### src/rtl/gpm_pkg.sv
// shared types and constants for the glob pattern matcher
`default_nettype none

package gpm_pkg;

    // operation codes carried on the input tuser
    localparam logic [1:0] OP_PAT   = 2'd0;
    localparam logic [1:0] OP_TXT   = 2'd1;
    localparam logic [1:0] OP_MATCH = 2'd2;

    // pattern metacharacters
    localparam logic [7:0] CH_NUL   = 8'h00;
    localparam logic [7:0] CH_ANY   = 8'h3f;
    localparam logic [7:0] CH_STAR  = 8'h2a;
    localparam logic [7:0] CH_OPEN  = 8'h5b;
    localparam logic [7:0] CH_NOT1  = 8'h21;
    localparam logic [7:0] CH_NOT2  = 8'h5e;
    localparam logic [7:0] CH_CLOSE = 8'h5d;
    localparam logic [7:0] CH_DASH  = 8'h2d;

    typedef struct packed {
        logic start;
        logic ack;
    } seq_ctrl_t;

    typedef struct packed {
        logic busy;
        logic done;
        logic matched;
    } seq_stat_t;

endpackage

`default_nettype wire

### src/rtl/gpm_store.sv
// byte store with append counter and length-gated synchronous read
`default_nettype none

module gpm_store #(
    parameter int DEPTH = 64,
    parameter int PW    = 8
) (
    input  wire logic          clk,
    input  wire logic          rst_n,
    input  wire logic          wr_en,
    input  wire logic [7:0]    wr_data,
    input  wire logic          clear,
    output logic               full,
    input  wire logic [PW-1:0] rd_addr,
    output logic [7:0]         rd_data
);

    localparam int AW = $clog2(DEPTH);
    localparam int LW = $clog2(DEPTH + 1);

    logic [7:0]    mem [DEPTH];
    logic [LW-1:0] len_reg;
    logic [LW-1:0] len_next;
    logic          rd_ok_reg;
    logic [7:0]    mem_q_reg;

    assign full = (len_reg == LW'(DEPTH));

    always_comb
    begin
        len_next = len_reg;
        if (clear)
        begin
            len_next = '0;
        end
        else if (wr_en && !full)
        begin
            len_next = len_reg + LW'(1);
        end
    end

    always_ff @(posedge clk or negedge rst_n)
    begin
        if (!rst_n)
        begin
            len_reg   <= '0;
            rd_ok_reg <= 1'b0;
        end
        else
        begin
            len_reg   <= len_next;
            rd_ok_reg <= (rd_addr < PW'(len_reg));
        end
    end

    always_ff @(posedge clk)
    begin
        if (wr_en && !full)
        begin
            mem[len_reg[AW-1:0]] <= wr_data;
        end
        mem_q_reg <= mem[rd_addr[AW-1:0]];
    end

    // positions at or past the length read as nul
    assign rd_data = rd_ok_reg ? mem_q_reg : 8'h00;

endmodule

`default_nettype wire

### src/rtl/gpm_seq.sv
// match sequencer walking the pattern and text stores
`default_nettype none

module gpm_seq #(
    parameter int PW = 8,
    parameter int TW = 10
) (
    input  wire logic              clk,
    input  wire logic              rst_n,
    input  wire gpm_pkg::seq_ctrl_t ctrl,
    output gpm_pkg::seq_stat_t     stat,
    output logic [PW-1:0]          pat_addr,
    input  wire logic [7:0]        pat_data,
    output logic [TW-1:0]          txt_addr,
    input  wire logic [7:0]        txt_data
);

    import gpm_pkg::*;

    localparam logic [2:0] S_IDLE  = 3'd0;
    localparam logic [2:0] S_FETCH = 3'd1;
    localparam logic [2:0] S_EVAL  = 3'd2;
    localparam logic [2:0] S_FILL  = 3'd3;
    localparam logic [2:0] S_STEP  = 3'd4;
    localparam logic [2:0] S_DONE  = 3'd5;

    logic [2:0]    state_reg, state_next;
    logic [PW-1:0] pi_reg, pi_next;
    logic [TW-1:0] ti_reg, ti_next;
    logic          sv_reg, sv_next;
    logic [PW-1:0] sp_reg, sp_next;
    logic [TW-1:0] bt_reg, bt_next;
    logic [7:0]    t_reg, t_next;
    logic [PW-1:0] q_reg, q_next;
    logic [PW-1:0] rp_reg, rp_next;
    logic          pend_reg, pend_next;
    logic [1:0]    wcnt_reg, wcnt_next;
    logic [7:0]    win_reg [3];
    logic [7:0]    win_next [3];
    logic          first_reg, first_next;
    logic          neg_reg, neg_next;
    logic          hit_reg, hit_next;
    logic          chk_reg, chk_next;
    logic          m_reg, m_next;

    always_comb
    begin
        logic mismatch;
        logic issue;
        logic cont;
        logic range_el;

        state_next = state_reg;
        pi_next    = pi_reg;
        ti_next    = ti_reg;
        sv_next    = sv_reg;
        sp_next    = sp_reg;
        bt_next    = bt_reg;
        t_next     = t_reg;
        q_next     = q_reg;
        rp_next    = rp_reg;
        pend_next  = pend_reg;
        wcnt_next  = wcnt_reg;
        win_next   = win_reg;
        first_next = first_reg;
        neg_next   = neg_reg;
        hit_next   = hit_reg;
        chk_next   = chk_reg;
        m_next     = m_reg;
        mismatch   = 1'b0;
        issue      = 1'b0;
        cont       = 1'b0;
        range_el   = 1'b0;

        case (state_reg)
            S_IDLE:
            begin
                if (ctrl.start)
                begin
                    pi_next    = '0;
                    ti_next    = '0;
                    sv_next    = 1'b0;
                    sp_next    = '0;
                    bt_next    = '0;
                    state_next = S_FETCH;
                end
            end
            S_FETCH:
            begin
                state_next = S_EVAL;
            end
            S_EVAL:
            begin
                t_next = txt_data;
                if (txt_data == CH_NUL)
                begin
                    // text exhausted: only trailing stars may remain
                    if (pat_data == CH_STAR)
                    begin
                        pi_next    = pi_reg + PW'(1);
                        state_next = S_FETCH;
                    end
                    else
                    begin
                        m_next     = (pat_data == CH_NUL);
                        state_next = S_DONE;
                    end
                end
                else if (pat_data == CH_ANY)
                begin
                    pi_next    = pi_reg + PW'(1);
                    ti_next    = ti_reg + TW'(1);
                    state_next = S_FETCH;
                end
                else if (pat_data == CH_STAR)
                begin
                    sv_next    = 1'b1;
                    sp_next    = pi_reg;
                    bt_next    = ti_reg;
                    pi_next    = pi_reg + PW'(1);
                    state_next = S_FETCH;
                end
                else if (pat_data == CH_OPEN)
                begin
                    q_next     = pi_reg + PW'(1);
                    rp_next    = pi_reg + PW'(1);
                    pend_next  = 1'b0;
                    wcnt_next  = 2'd0;
                    first_next = 1'b1;
                    neg_next   = 1'b0;
                    hit_next   = 1'b0;
                    chk_next   = 1'b1;
                    state_next = S_FILL;
                end
                else if (pat_data == txt_data)
                begin
                    pi_next    = pi_reg + PW'(1);
                    ti_next    = ti_reg + TW'(1);
                    state_next = S_FETCH;
                end
                else
                begin
                    mismatch = 1'b1;
                end
            end
            S_FILL:
            begin
                // keep three class bytes in the window, one read in flight
                issue = ({1'b0, wcnt_reg} + {2'b00, pend_reg}) < 3'd3;
                if (pend_reg)
                begin
                    case (wcnt_reg)
                        2'd0:    win_next[0] = pat_data;
                        2'd1:    win_next[1] = pat_data;
                        default: win_next[2] = pat_data;
                    endcase
                    wcnt_next = wcnt_reg + 2'd1;
                end
                pend_next = issue;
                if (issue)
                begin
                    rp_next = rp_reg + PW'(1);
                end
                else
                begin
                    state_next = S_STEP;
                end
            end
            S_STEP:
            begin
                cont = (win_reg[0] != CH_NUL) && ((win_reg[0] != CH_CLOSE) || first_reg);
                range_el = (win_reg[1] == CH_DASH) && (win_reg[2] != CH_NUL)
                           && (win_reg[2] != CH_CLOSE);
                if (chk_reg)
                begin
                    chk_next = 1'b0;
                    if ((win_reg[0] == CH_NOT1) || (win_reg[0] == CH_NOT2))
                    begin
                        neg_next    = 1'b1;
                        q_next      = q_reg + PW'(1);
                        win_next[0] = win_reg[1];
                        win_next[1] = win_reg[2];
                        wcnt_next   = 2'd2;
                        state_next  = S_FILL;
                    end
                end
                else if (!cont)
                begin
                    if ((win_reg[0] == CH_CLOSE) && (hit_reg != neg_reg))
                    begin
                        pi_next    = q_reg + PW'(1);
                        ti_next    = ti_reg + TW'(1);
                        state_next = S_FETCH;
                    end
                    else
                    begin
                        // also covers a class with no closing bracket
                        mismatch = 1'b1;
                    end
                end
                else
                begin
                    first_next = 1'b0;
                    state_next = S_FILL;
                    if (range_el)
                    begin
                        if ((t_reg >= win_reg[0]) && (t_reg <= win_reg[2]))
                        begin
                            hit_next = 1'b1;
                        end
                        q_next    = q_reg + PW'(3);
                        wcnt_next = 2'd0;
                    end
                    else
                    begin
                        if (win_reg[0] == t_reg)
                        begin
                            hit_next = 1'b1;
                        end
                        q_next      = q_reg + PW'(1);
                        win_next[0] = win_reg[1];
                        win_next[1] = win_reg[2];
                        wcnt_next   = 2'd2;
                    end
                end
            end
            S_DONE:
            begin
                if (ctrl.ack)
                begin
                    state_next = S_IDLE;
                end
            end
            default:
            begin
                state_next = S_IDLE;
            end
        endcase

        // retry from the last star with one more text byte swallowed
        if (mismatch)
        begin
            if (!sv_reg)
            begin
                m_next     = 1'b0;
                state_next = S_DONE;
            end
            else
            begin
                pi_next    = sp_reg + PW'(1);
                bt_next    = bt_reg + TW'(1);
                ti_next    = bt_reg + TW'(1);
                state_next = S_FETCH;
            end
        end
    end

    always_ff @(posedge clk or negedge rst_n)
    begin
        if (!rst_n)
        begin
            state_reg <= S_IDLE;
            pi_reg    <= '0;
            ti_reg    <= '0;
            sv_reg    <= 1'b0;
            sp_reg    <= '0;
            bt_reg    <= '0;
            q_reg     <= '0;
            rp_reg    <= '0;
            pend_reg  <= 1'b0;
            wcnt_reg  <= 2'd0;
            first_reg <= 1'b0;
            neg_reg   <= 1'b0;
            hit_reg   <= 1'b0;
            chk_reg   <= 1'b0;
            m_reg     <= 1'b0;
        end
        else
        begin
            state_reg <= state_next;
            pi_reg    <= pi_next;
            ti_reg    <= ti_next;
            sv_reg    <= sv_next;
            sp_reg    <= sp_next;
            bt_reg    <= bt_next;
            q_reg     <= q_next;
            rp_reg    <= rp_next;
            pend_reg  <= pend_next;
            wcnt_reg  <= wcnt_next;
            first_reg <= first_next;
            neg_reg   <= neg_next;
            hit_reg   <= hit_next;
            chk_reg   <= chk_next;
            m_reg     <= m_next;
        end
    end

    always_ff @(posedge clk)
    begin
        t_reg   <= t_next;
        win_reg <= win_next;
    end

    assign pat_addr     = (state_reg == S_FILL) ? rp_reg : pi_reg;
    assign txt_addr     = ti_reg;
    assign stat.busy    = (state_reg != S_IDLE);
    assign stat.done    = (state_reg == S_DONE);
    assign stat.matched = m_reg;

endmodule

`default_nettype wire

### src/rtl/glob_pattern_matcher_core.sv
// top level of the glob pattern matcher: stream ports, stores, sequencer
//
// input channel s_*: one transaction per byte load or command. s_tuser holds
// the operation (append pattern byte, append text byte, match, unused code
// ignored) and s_tdata the byte. loads give no result; a load into a full
// store is dropped and flagged for the next match. a match command walks both
// stores with one synchronous read per store and cycle: each pattern/text step
// passes a fetch and an evaluate state; a bracket class is walked element by
// element, filling a three-byte window and stepping over single bytes and
// ranges, and every star retry restarts from just after that star, so the
// match time depends on the data. s_tready stays low meanwhile.
// output channel m_*: one transaction per match, m_tdata bit 0 the match bit,
// m_tuser bit 0 the overflow flag (match bit then low). the result sits in an
// output register; a stalled receiver holds the sequencer in its done state
// and input stays blocked only until the register drains. moving the result
// into the output register clears both stores and the overflow flag.
// reset empties both stores and the output register; store contents are not
// cleared, lengths gate every read.
`default_nettype none

module glob_pattern_matcher_core #(
    parameter int PATTERN_DEPTH = 64,
    parameter int TEXT_DEPTH    = 256
) (
    input  wire logic       clk,
    input  wire logic       rst_n,
    input  wire logic       s_tvalid,
    output logic            s_tready,
    input  wire logic [7:0] s_tdata,   // ch[7:0]
    input  wire logic [1:0] s_tuser,   // op[1:0]
    output logic            m_tvalid,
    input  wire logic       m_tready,
    output logic [7:0]      m_tdata,   // matched[0], zero[7:1]
    output logic            m_tuser    // overflow[0]
);

    import gpm_pkg::*;

    localparam int PW = $clog2(PATTERN_DEPTH) + 2;
    localparam int TW = $clog2(TEXT_DEPTH) + 2;

    seq_ctrl_t     ctrl;
    seq_stat_t     stat;
    logic          accept;
    logic          pat_wr;
    logic          txt_wr;
    logic          pat_full;
    logic          txt_full;
    logic [PW-1:0] pat_addr;
    logic [7:0]    pat_data;
    logic [TW-1:0] txt_addr;
    logic [7:0]    txt_data;
    logic          ovf_reg, ovf_next;
    logic          out_valid_reg, out_valid_next;
    logic          out_match_reg;
    logic          out_ovf_reg;

    assign s_tready   = !stat.busy;
    assign accept     = s_tvalid && s_tready;
    assign pat_wr     = accept && (s_tuser == OP_PAT);
    assign txt_wr     = accept && (s_tuser == OP_TXT);
    assign ctrl.start = accept && (s_tuser == OP_MATCH);
    assign ctrl.ack   = stat.done && (!out_valid_reg || m_tready);

    gpm_store #(
        .DEPTH (PATTERN_DEPTH),
        .PW    (PW)
    ) u_pat_store (
        .clk     (clk),
        .rst_n   (rst_n),
        .wr_en   (pat_wr),
        .wr_data (s_tdata),
        .clear   (ctrl.ack),
        .full    (pat_full),
        .rd_addr (pat_addr),
        .rd_data (pat_data)
    );

    gpm_store #(
        .DEPTH (TEXT_DEPTH),
        .PW    (TW)
    ) u_txt_store (
        .clk     (clk),
        .rst_n   (rst_n),
        .wr_en   (txt_wr),
        .wr_data (s_tdata),
        .clear   (ctrl.ack),
        .full    (txt_full),
        .rd_addr (txt_addr),
        .rd_data (txt_data)
    );

    gpm_seq #(
        .PW (PW),
        .TW (TW)
    ) u_seq (
        .clk      (clk),
        .rst_n    (rst_n),
        .ctrl     (ctrl),
        .stat     (stat),
        .pat_addr (pat_addr),
        .pat_data (pat_data),
        .txt_addr (txt_addr),
        .txt_data (txt_data)
    );

    always_comb
    begin
        ovf_next       = ovf_reg;
        out_valid_next = out_valid_reg;
        if ((pat_wr && pat_full) || (txt_wr && txt_full))
        begin
            ovf_next = 1'b1;
        end
        if (m_tvalid && m_tready)
        begin
            out_valid_next = 1'b0;
        end
        if (ctrl.ack)
        begin
            ovf_next       = 1'b0;
            out_valid_next = 1'b1;
        end
    end

    always_ff @(posedge clk or negedge rst_n)
    begin
        if (!rst_n)
        begin
            ovf_reg       <= 1'b0;
            out_valid_reg <= 1'b0;
        end
        else
        begin
            ovf_reg       <= ovf_next;
            out_valid_reg <= out_valid_next;
        end
    end

    always_ff @(posedge clk)
    begin
        if (ctrl.ack)
        begin
            out_match_reg <= stat.matched && !ovf_reg;
            out_ovf_reg   <= ovf_reg;
        end
    end

    assign m_tvalid = out_valid_reg;
    assign m_tdata  = {7'b0000000, out_match_reg};
    assign m_tuser  = out_ovf_reg;

    // a match command always starts the sequencer
    a_start_busy: assert property (@(posedge clk) disable iff (!rst_n)
        ctrl.start |=> stat.busy)
    else $error("sequencer did not start on match command");

    // a new result only appears after the sequencer finished
    a_result_src: assert property (@(posedge clk) disable iff (!rst_n)
        $rose(m_tvalid) |-> $past(stat.done))
    else $error("result without finished match");

    // overflow forces the match bit low
    a_ovf_nomatch: assert property (@(posedge clk) disable iff (!rst_n)
        (m_tvalid && m_tuser) |-> !m_tdata[0])
    else $error("match reported together with overflow");

    // handing a result to the output register clears the overflow flag and the done state
    a_ack_clear: assert property (@(posedge clk) disable iff (!rst_n)
        ctrl.ack |=> (!ovf_reg && !stat.done))
    else $error("state not cleared after result");

endmodule

`default_nettype wire

### config.mk
export PLATFORM = sky130hd
export DESIGN_NAME = glob_pattern_matcher_core
export DESIGN_NICKNAME = d
export VERILOG_FILES = /design/src/rtl/gpm_pkg.sv /design/src/rtl/gpm_store.sv /design/src/rtl/gpm_seq.sv /design/src/rtl/glob_pattern_matcher_core.sv
export SDC_FILE = /design/constraint.sdc
export NUM_CORES = 2
export LEC_CHECK = 0
export ABC_AREA = 1
export BUFFER_PORTS_ARGS = -buffer_cell sky130_fd_sc_hd__buf_2
export CORE_MARGIN = 2
export CORE_UTILIZATION = 65
export CTS_CLUSTER_DIAMETER = 80
export DETAILED_ROUTE_END_ITERATION = 10
export PLACE_DENSITY_LB_ADDON = 0.12
export SLEW_MARGIN = 20
export SYNTH_ARGS = -nofsm -noshare
export SYNTH_HDL_FRONTEND = slang
export SYNTH_SLANG_ARGS = --single-unit
### constraint.sdc
create_clock -name clk -period 7.4 [get_ports clk]
set_input_delay 0.74 -clock clk [delete_from_list [all_inputs] [get_ports clk]]
set_output_delay 0.74 -clock clk [all_outputs]
set_load 0.005 [all_outputs]
==> impl_metrics.ini <==
[clocking]
cts.sinks = 2694
cts_buffers = 284
cts_max_level = 5
clk_pin_slew_ns = 0.06
cts_tree = done
cts_buffer_depth = 4
clock-root-buffer = clkbuf_16
clkLatencyLatePin_ns = 0.94
post_cts_buffers = 0
cts_resized = 0

[logic_synthesis]
syn-cell-area_um2 = 111000
synth_ff_type = edfxtp_1
synthArstFlopShare = 0.0312
synth_top_family_by_area = simple AND/OR/NAND/NOR gates
yosysSeqAreaShare = 0.725
avgSynthCellArea_um2 = 11.8
synth-edff-count = 2594
synth-simple-area-share = 0.140
ys_warn_count = 0
synth_cells = 9368
synthXorXnorAreaFrac = 0.00253
synth.area.mux_share = 0.00217
synthAdderAreaFrac = 0.00531
ys_types = 47
synth_seq_cells = 2694
synth-compound-area-share = 0.0937

[timing]
final.setup.tns_ns = 0
post-route-period-util = 0.685
max_freq_mhz = 197
rsz0062_at_grt = false
relSlewSlack = 0.159
tightest_slew_ns = 1.26
hold_viol = 0
fin_worst_skew_ns = 0.0534
finalMaxSlewViolations = 0
finalCriticalPeriod_ns = 5.07
finalSetupViolCount = 0

[final_layout]
area_growth_syn_to_layout_pct = 9.17
largest_reg_flops = 2048
nets = 9233
drive_above_1_share = 0.0579
post-route-util = 0.714

[routing]
routedWlPerCell_um = 26.0
dr.pass1.iters = 6
drt_wl_total_um = 301000
vias = 75150
ant_nets = 0
drt-initial-drc-count = 11585
drcViolationCount = 0
via_per_inst = 6.49

[placement]
port_buffers = 17
place.gp.congestion = 0.910
hpwl_um = 171000

[global_routing]
grt_pass1_vias = 70718
overflow = 0
grt_pass1_wl_um = 447000
grt_usage = 0.344
grt_max_degree = 220
antenna_found_initial = 5

[worst_setup_path]
critPathMaxStageDelay_ns = 1.01
worstPathArrival_ns = 5.89
critPathMaxFanout = 100
rr_worst_depth = 10
rrSetupSlack_ns = 2.33
cp.required_ns = 8.22
cp_slowest_cell = dfrtp_4
cp_cell_sequence = inv_6 -> nand2_4 -> inv_1 -> a21oi_1 -> o211ai_1 -> nand3_1 -> nand3_1 -> nand3_1 -> nand3_1 -> and2_1
crit_type = reg2reg
crit_path_end_kind = flip-flop
crit_path_frequent_cell = nand3_1
cp-start-kind = flip-flop

[die]
core_area_um2 = 169000
io_pins = 25
chipHeight_um = 417
start_util = 0.654
dieArea_um2 = 174000
rows = 151
fp.dieW_um = 417

[run]
drv_cap = 0

[power_and_ir_drop]
ir_worst_vdd_mv = 0.335
powerDensity_nw_per_um2 = 350
leakage_uw = 0.0413

[worst_hold_path]
min_path_type = in2reg
hold-path-cell-count = 1

[run_status]
status = completed
-- repair_timing --
item                                   4_1_cts  5_1_grt
endpoints found under the hold margin       23        0
setup endpoints to repair                    0        0
hold buffers                                 1        0
-- per-layer routing --
metal  vias up  global-route usage  wire length (um)
li1      33068                   -                 -
met2      4788               0.513            137000
met5         -                   0               124
met4        18               0.144             13100
met1     36574               0.493            114000
met3       702              0.0826             36700
-- cell usage in the layout (no fill, tap or decap), types with 8 or more instances in the layout --
cell type / instances
buf_2: 8
nand2_1: 1786
nor3_2: 8
xor2_1: 25
edfxtp_1: 2594
mux2i_1: 24
o211ai_1: 172
a22oi_1: 13
a211oi_1: 13
buf_8: 8
bufinv_16: 20
buf_12: 19
clkinv_1: 55
clkinv_2: 40
inv_1: 220
clkbuf_16: 293
and2_1: 8
nand3_1: 451
ha_1: 47
dfxtp_1: 16
clkbuf_1: 60
o21ai_0: 829
nand2_2: 18
buf_4: 69
nand4_1: 27
nor2_1: 1276
dfrtp_1: 79
o21ai_1: 17
inv_2: 9
nor3_1: 238
o22ai_1: 265
a21oi_1: 574
-- worst paths after layout --
| kind | start | to |
|---|---|---|
| setup / recovery | u_seq.txt_addr[1] | u_txt_store.mem_q_reg[5] |
| hold / removal | s_tdata[5] | u_txt_store.mem[145][5] |
| setup reg to reg | u_seq.txt_addr[1] | u_txt_store.mem_q_reg[5] |
| hold reg to reg | ovf_reg | m_tuser |
| max in group asynchronous | rst_n | u_seq.txt_addr[0] |
| min in group asynchronous | rst_n | m_tvalid |
-- cell usage after synthesis, types with 18 or more instances --
library cell     n  share of area
buf_1           40         0.0014
buf_4           18         0.0012
o21ai_1         18        0.00081
clkbuf_1       350          0.012
edfxtp_1      2594           0.70
o21ai_0        830          0.038
inv_1          223         0.0076
nor2_1        1278          0.043
nand4_1         27         0.0015
mux2i_1         24         0.0022
ha_1            47         0.0053
nand3_1        453          0.020
a21oi_1        574          0.026
o211ai_1       172          0.012
dfrtp_1         84          0.019
xor2_1          25         0.0020
nor3_1         241          0.011
nand2_1       1794          0.061
buf_2          184         0.0083
o22ai_1        265          0.015
-- logic make-up (layout without fill, tap and decap cells) --
family                     after synthesis  count (layout)
AOI/OAI and AO/OA                     1899            1899
xor gates and xnor gates                32              32
adders and majority gates               47              47
buffers and inverters                  835             821
DFF                                   2694            2694
muxes                                   24              24
other                                    1              14
and+or+nand+nor                       3836            3836
-- area by class of cell --
class / count / area, um2
Clock buffer: 356 / 7600
Tap cell: 2218 / 2780
Inverter: 242 / 937
Fill cell: 11253 / 48400
Sequential cell: 2694 / 80300
Clock inverter: 118 / 1060
Timing Repair Buffer: 105 / 1070
Antenna cell: 7 / 17.5
Multi-Input combinational cell: 5845 / 27100
-- per-stage QoR --
stage / cells / setup WS [ns] / hold WS, ns / total power [uW] / instance area, um2
2_1_floorplan: 9374 / 4.91 / 0.444 / 24800 / 111000
3_3_place_gp: 11103 / 2.55 / 0.476 / 28500 / 112000
3_5_place_dp: 11103 / 2.51 / 0.477 / 28700 / 112000
4_1_cts: 11578 / 2.52 / 0.232 / 42100 / 121000
5_1_grt: 11578 / 2.24 / 0.264 / 43900 / 121000
6_report: 11585 / 2.33 / 0.258 / 42300 / 121000
-- report_power, final --
group / total (uW) / switching (uW) / internal (uW) / leakage [uW]
Combinational: 11400 / 8570 / 2810 / 0.0125
Clock: 13600 / 5650 / 7930 / 0.00423
Sequential: 17300 / 358 / 17000 / 0.0246
Total: 42300 / 14600 / 27700 / 0.0413
-- critical path: cells and delay by family, from the launching register on --
kind                   cells  cell delay, ns
AO/OA/AOI/OAI              2            0.45
buffers and inverters      2            1.15
flip-flops                 1            1.01
AND/OR/NAND/NOR            6            2.18
(Power assumes the default switching activity.)
